File: src/design/md5_pkg.sv
// Package for the MD5 digest block: constants, state type, round tables.
// Depends on nothing; used by md5_message_digest, md5_buf and md5_round.
`default_nettype none
package md5_pkg;
  localparam logic [31:0] IV_A = 32'h67452301;
  localparam logic [31:0] IV_B = 32'hEFCDAB89;
  localparam logic [31:0] IV_C = 32'h98BADCFE;
  localparam logic [31:0] IV_D = 32'h10325476;
  localparam logic [7:0]  PAD_FIRST = 8'h80;
  localparam int unsigned LENGTH_POS = 56;
  localparam int unsigned BLOCK_WORDS = 16;

  typedef enum logic [2:0] {
    ST_IDLE,
    ST_ROUND,
    ST_FOLD,
    ST_PAD,
    ST_DONE
  } md5_state_t;

  // Round constants
  function automatic logic [31:0] round_k(input logic [5:0] r);
    logic [31:0] k;
    unique case (r)
      6'd0: k = 32'hD76AA478;  6'd1: k = 32'hE8C7B756;  6'd2: k = 32'h242070DB;
      6'd3: k = 32'hC1BDCEEE;  6'd4: k = 32'hF57C0FAF;  6'd5: k = 32'h4787C62A;
      6'd6: k = 32'hA8304613;  6'd7: k = 32'hFD469501;  6'd8: k = 32'h698098D8;
      6'd9: k = 32'h8B44F7AF;  6'd10: k = 32'hFFFF5BB1; 6'd11: k = 32'h895CD7BE;
      6'd12: k = 32'h6B901122; 6'd13: k = 32'hFD987193; 6'd14: k = 32'hA679438E;
      6'd15: k = 32'h49B40821; 6'd16: k = 32'hF61E2562; 6'd17: k = 32'hC040B340;
      6'd18: k = 32'h265E5A51; 6'd19: k = 32'hE9B6C7AA; 6'd20: k = 32'hD62F105D;
      6'd21: k = 32'h02441453; 6'd22: k = 32'hD8A1E681; 6'd23: k = 32'hE7D3FBC8;
      6'd24: k = 32'h21E1CDE6; 6'd25: k = 32'hC33707D6; 6'd26: k = 32'hF4D50D87;
      6'd27: k = 32'h455A14ED; 6'd28: k = 32'hA9E3E905; 6'd29: k = 32'hFCEFA3F8;
      6'd30: k = 32'h676F02D9; 6'd31: k = 32'h8D2A4C8A; 6'd32: k = 32'hFFFA3942;
      6'd33: k = 32'h8771F681; 6'd34: k = 32'h6D9D6122; 6'd35: k = 32'hFDE5380C;
      6'd36: k = 32'hA4BEEA44; 6'd37: k = 32'h4BDECFA9; 6'd38: k = 32'hF6BB4B60;
      6'd39: k = 32'hBEBFBC70; 6'd40: k = 32'h289B7EC6; 6'd41: k = 32'hEAA127FA;
      6'd42: k = 32'hD4EF3085; 6'd43: k = 32'h04881D05; 6'd44: k = 32'hD9D4D039;
      6'd45: k = 32'hE6DB99E5; 6'd46: k = 32'h1FA27CF8; 6'd47: k = 32'hC4AC5665;
      6'd48: k = 32'hF4292244; 6'd49: k = 32'h432AFF97; 6'd50: k = 32'hAB9423A7;
      6'd51: k = 32'hFC93A039; 6'd52: k = 32'h655B59C3; 6'd53: k = 32'h8F0CCC92;
      6'd54: k = 32'hFFEFF47D; 6'd55: k = 32'h85845DD1; 6'd56: k = 32'h6FA87E4F;
      6'd57: k = 32'hFE2CE6E0; 6'd58: k = 32'hA3014314; 6'd59: k = 32'h4E0811A1;
      6'd60: k = 32'hF7537E82; 6'd61: k = 32'hBD3AF235; 6'd62: k = 32'h2AD7D2BB;
      default: k = 32'hEB86D391;
    endcase
    return k;
  endfunction

  // Rotate amount for a round
  function automatic logic [4:0] round_s(input logic [5:0] r);
    logic [4:0] s;
    unique case ({r[5:4], r[1:0]})
      4'd0: s = 5'd7;   4'd1: s = 5'd12;  4'd2: s = 5'd17;  4'd3: s = 5'd22;
      4'd4: s = 5'd5;   4'd5: s = 5'd9;   4'd6: s = 5'd14;  4'd7: s = 5'd20;
      4'd8: s = 5'd4;   4'd9: s = 5'd11;  4'd10: s = 5'd16; 4'd11: s = 5'd23;
      4'd12: s = 5'd6;  4'd13: s = 5'd10; 4'd14: s = 5'd15; default: s = 5'd21;
    endcase
    return s;
  endfunction

  // Message word index for a round
  function automatic logic [3:0] round_g(input logic [5:0] r);
    logic [3:0] g;
    logic [3:0] rl;
    rl = r[3:0];
    unique case (r[5:4])
      2'd0: g = rl;
      2'd1: g = 4'((rl << 2) + rl + 4'd1);
      2'd2: g = 4'((rl << 1) + rl + 4'd5);
      default: g = 4'((rl << 3) - rl);
    endcase
    return g;
  endfunction
endpackage
`default_nettype wire

File: src/design/md5_buf.sv
// Block buffer memory: 16 words, one write and one registered read port.
// Depends on md5_pkg.
`default_nettype none
module md5_buf (
  input  wire  logic        clk,
  input  wire  logic        wr_en,
  input  wire  logic [3:0]  wr_addr,
  input  wire  logic [31:0] wr_data,
  input  wire  logic [3:0]  rd_addr,
  output logic [31:0]       rd_data
);
  import md5_pkg::*;
  logic [31:0] mem [BLOCK_WORDS];
  // Write port and registered read port
  always_ff @(posedge clk) begin
    if (wr_en) begin
      mem[wr_addr] <= wr_data;
    end
    rd_data <= mem[rd_addr];
  end
endmodule
`default_nettype wire

File: config.mk
export PLATFORM = sky130hd
export DESIGN_NAME = md5_buf
export DESIGN_NICKNAME = d
export VERILOG_FILES = /design/src/design/md5_pkg.sv /design/src/design/md5_buf.sv
export SDC_FILE = /design/constraint.sdc
export NUM_CORES = 1
export LEC_CHECK = 0
export BUFFER_PORTS_ARGS = -buffer_cell sky130_fd_sc_hd__buf_2
export CAP_MARGIN = 20
export CORE_AREA = 2 2 285 287
export CTS_CLUSTER_DIAMETER = 50
export DETAILED_ROUTE_END_ITERATION = 6
export DIE_AREA = 0 0 287 289
export HOLD_SLACK_MARGIN = 0.12
export SLEW_MARGIN = 20
export SYNTH_ARGS = -nofsm -noshare
export SYNTH_HDL_FRONTEND = slang
export SYNTH_SLANG_ARGS = --single-unit
File: constraint.sdc
create_clock -name clk -period 9.5 [get_ports clk]
set_input_delay 0.95 -clock clk [delete_from_list [all_inputs] [get_ports clk]]
set_output_delay 0.95 -clock clk [all_outputs]
set_load 0.05 [all_outputs]
---- Word-level counts from Yosys, hierarchy flattened ----
Memory sizes are Yosys's and may differ from the RTL's. A register that Yosys moved wholly into a read port is not among the register bits.
Cells that the tools add are included.
storage, ports and cells
  flip-flop bits (word level) ............. 0
  memory bits (writable) .................. 512
  output and inout port bits .............. 32
  word-level logic and storage cells ...... 3
  memories kept ........................... 1
memory list
  name  depth  width  rd ports  clocked after memory_dff  wr ports  line           RTL
  mem   16     32     1         1                         1         md5_buf.sv:13  logic [31:0] mem [BLOCK_WORDS];
cells by class
  muxes and demuxes ....................... 2
operators by type and width
  kind               number
  1-bit two-way mux  2

---- Depth between registers and ports, before layout ----
  depth after elaboration ................. 2
  mapped depth ............................ 5
  gate-level depth less buffers ........... 3

---- Worst setup path before layout ----
No wires, ideal clock.
  kind .................................... in2reg
  start ................................... in wr_addr[2]
  end ..................................... mem mem[0][0] (enable)
  data arrival time ....................... 3668 ps
  data required time ...................... 9039 ps
  path slack .............................. 5370 ps
  cell stages on the path ................. 2
  cell sequence ........................... or3b_2 nor3_1
RTL lines
  element      line           RTL
  from (decl)  md5_buf.sv:7   input wire logic [3:0] wr_addr,
  to (decl)    md5_buf.sv:13
Straight into the memory's write port.

==> flow_summary.ini <==
[global_route]
largest_net_degree_at_the_start_of_global_routing = 73
first_pass_grt_wire_length_um = 66500
global_route.overflow_total = 0
number_of_global_route_vias_before_repair = 9625
number_of_antenna_violations_at_the_first_check_in_global_routing = 9
global_route_usage_over_all_layers = 0.110

[sta]
tns_ns = 0
slew-limit-headroom = 0.271
slew_violations = 0
hold_violations = 0
clock.fmax_mhz = 338
hold_slack_ns = 0.663
timing.clock.skew_ns = 0.0206
post-route-min-period_ns = 2.96
rsz0062_at_grt = false
worstMarginPinSlew_ns = 1.09
final.period_utilization = 0.312
setup_violations = 0

[clock_network]
clk_transition_reported_paths_ns = 0.06
clk_path_buf_depth = 3
clock-sinks = 544
cts-root-buf = sky130_fd_sc_hd__clkbuf_16
worst_skew_pair_later_pin_latency_ns = 0.59
ctsResizeCount = 0
cts_hold_buffers = 0
cts_tree = built
number_of_cts_inserted_buffers = 53
post_cts.repair.setup_buffers = 0
ctsHtreeMaxLevel = 2

[run_status]
status = complete, no violations

[detailed_routing]
num_vias = 8981
drt-initial-drc-count = 668
drt_drc_violations_left = 0
drt_wirelength_um = 45800
avgViaCountPerCell = 4.39
antenna_viol_nets_final = 0
wl_per_cell_um = 22.4
drt_pass1_iterations = 5

[finish]
flow.area_growth_from_synthesis_pct = 17.3
final_layout_size_suffix_gt1_frac = 0.324
final_net_count = 988
finish.cell_count_without_fillers = 2047
insertedDiodeCount = 0

[power_and_ir_drop]
power_per_cell_area_nw_per_um2 = 214
leakage_uw = 0.00725
total_switching_power_uw = 1080
clock_power_share = 0.400
power_uw = 4980
ir_worst_vdd_uv = 155
sw_frac_of_total = 0.217
pwr-share-comb = 0.057
p_int_uw = 3900
seq_power_share = 0.542

[place]
cell_total_after_placement = 1951
detailedPlacementHpwl_um = 23000
placement.io_buffers = 73
routability_congestion_estimate_from_global_placement = 0.673

[logic_synthesis]
post_synthesis_average_cell_area_um2 = 23.7
yosys.cell_types.count = 18
netlist.top_cell.by_area = sky130_fd_sc_hd__edfxtp_1
synthArstFlopShare = 0
share_of_yosys_cell_area_claimed_by_the_top_area_cell_type = 0.774
synth_warnings = 0
syn_area_um2 = 19900
dominant_cells_by_area_after_synthesis = sky130_fd_sc_hd__edfxtp_1 77%, sky130_fd_sc_hd__mux4_2 15%, sky130_fd_sc_hd__dfxtp_1 3.2%, sky130_fd_sc_hd__a22oi_1 2.4%, sky130_fd_sc_hd__nand2_1 0.62%
synth_seq_cells = 544
synth_seq_area_share = 0.807
postSynthCellCount = 838
synth_fp_nets = 880
dominantRegCellSynth = sky130_fd_sc_hd__edfxtp_1
synth_edf_count = 512

[floorplanning]
floorplan.rows = 104
chipWidth_um = 287
die_height_um = 289
core-area_um2 = 79900
boundaryPins = 74
dieArea_um2 = 82900
initial_utilization = 0.248

[critical_path]
timing.critical_path.required_ns = 9.96
path_common_cell = sky130_fd_sc_hd__buf_4
largest_fanout_on_the_critical_path = 72
worstSetupEndpointType = register
slowest_stage = sky130_fd_sc_hd__buf_4
element_type_at_the_critical_path_start = input port
crit-reg2reg-launch = mem[3][7]
criticalPathCategory = in -> reg
slowest_delay_ns = 0.93
crit_start = rd_addr[1]
cp_data_arrival_time_ns = 3.42
crit_path_cell_trace = buf_4, buf_4, mux4_2, a22oi_1, nand2_1

[hold_path]
min_from = mem[12][24]
min_delay_path_class = reg -> reg

[flow_run]
drv_cap = 0
flip-flops by register name, summed over array words and instances (netlist names):
name	flops
mem	512
rd_data	32
synth_stat cells (2+ instances only):
cell                       number
sky130_fd_sc_hd__nand2b_1       2
sky130_fd_sc_hd__nor2b_1        2
sky130_fd_sc_hd__clkbuf_1      17
sky130_fd_sc_hd__nor3_1         4
sky130_fd_sc_hd__nand3b_1       2
sky130_fd_sc_hd__buf_6          2
sky130_fd_sc_hd__nor2_1        13
sky130_fd_sc_hd__nand2_1       33
sky130_fd_sc_hd__buf_1          9
sky130_fd_sc_hd__mux4_2       128
sky130_fd_sc_hd__buf_4         11
sky130_fd_sc_hd__buf_2          4
sky130_fd_sc_hd__edfxtp_1     512
sky130_fd_sc_hd__dfxtp_1       32
sky130_fd_sc_hd__a22oi_1       64
area by class of cell:
type | instances | area (um^2)
Fill cell | 7737 | 56600
Sequential cell | 544 | 16000
Multi-Input combinational cell | 251 | 3750
Clock buffer | 73 | 1450
Tap cell | 1060 | 1330
Timing Repair Buffer | 96 | 549
Clock inverter | 23 | 188
logic make-up after synthesis:
logic type | count (synthesis) | synth area share
buffers and inverters | 43 | 0.0112
muxes | 128 | 0.145
and+or+nand+nor | 59 | 0.0127
DFF | 544 | 0.807
AOI/OAI and AO/OA | 64 | 0.0242
critical path, delay by kind of cell:
kind                   cells  cell delay [ns]
AOI/OAI and AO/OA          1             0.23
buffers and inverters      2             1.61
muxes                      1             0.43
and+or+nand+nor            1             0.09
placed cells by master (no fill, tap or decap):
cell / n
sky130_fd_sc_hd__clkinv_4: 1
sky130_fd_sc_hd__buf_4: 24
sky130_fd_sc_hd__bufinv_16: 2
sky130_fd_sc_hd__nand2b_1: 2
sky130_fd_sc_hd__nand2_1: 33
sky130_fd_sc_hd__buf_2: 71
sky130_fd_sc_hd__edfxtp_1: 512
sky130_fd_sc_hd__clkinv_2: 7
sky130_fd_sc_hd__a22oi_1: 64
sky130_fd_sc_hd__or3b_2: 1
sky130_fd_sc_hd__mux4_2: 128
sky130_fd_sc_hd__inv_8: 1
sky130_fd_sc_hd__nand3b_1: 2
sky130_fd_sc_hd__nor2b_4: 2
sky130_fd_sc_hd__clkinvlp_4: 2
sky130_fd_sc_hd__nor2_4: 13
sky130_fd_sc_hd__clkinv_1: 6
sky130_fd_sc_hd__nand3_1: 1
sky130_fd_sc_hd__clkbuf_8: 6
sky130_fd_sc_hd__clkbuf_1: 15
sky130_fd_sc_hd__dfxtp_1: 32
sky130_fd_sc_hd__and2_2: 1
sky130_fd_sc_hd__clkbuf_16: 53
sky130_fd_sc_hd__inv_6: 4
sky130_fd_sc_hd__nor3_2: 4
power by group through the flow:
stage               logic [uW]  registers [uW]  clock network [uW]
global placement           286            2750                   0
global route               307            2710                2130
CTS                        293            2700                2040
floorplan                  129            2800                   0
finish                     286            2700                1990
detailed placement         292            2750                   0
metrics by stage:
| step | utilization | worst slack [ns] | cell area (um^2) |
|---|---|---|---|
| finish | 0.291 | 6.54 | 23300 |
| CTS | 0.291 | 6.53 | 23300 |
| global placement | 0.271 | 5.93 | 21600 |
| floorplan | - | 5.37 | 19900 |
| global route | 0.291 | 6.38 | 23300 |
| detailed placement | 0.271 | 5.93 | 21600 |
metal layers:
metal,vias to the layer above,track usage,wire [um]
met5,-,0,78
met4,14,0.0352,937
met3,82,0.0252,2900
met2,276,0.192,23200
met1,4825,0.136,18700
li1,3784,-,-
final timing paths:
kind              cells past startpoint  slack (ns)          end
hold / removal                        3        0.66  rd_data[24]
hold reg to reg                       3        0.66  rd_data[24]
setup / recovery                      5        6.54  rd_data[25]
setup reg to reg                      3        8.18   rd_data[7]
(Power assumes the default switching activity.)
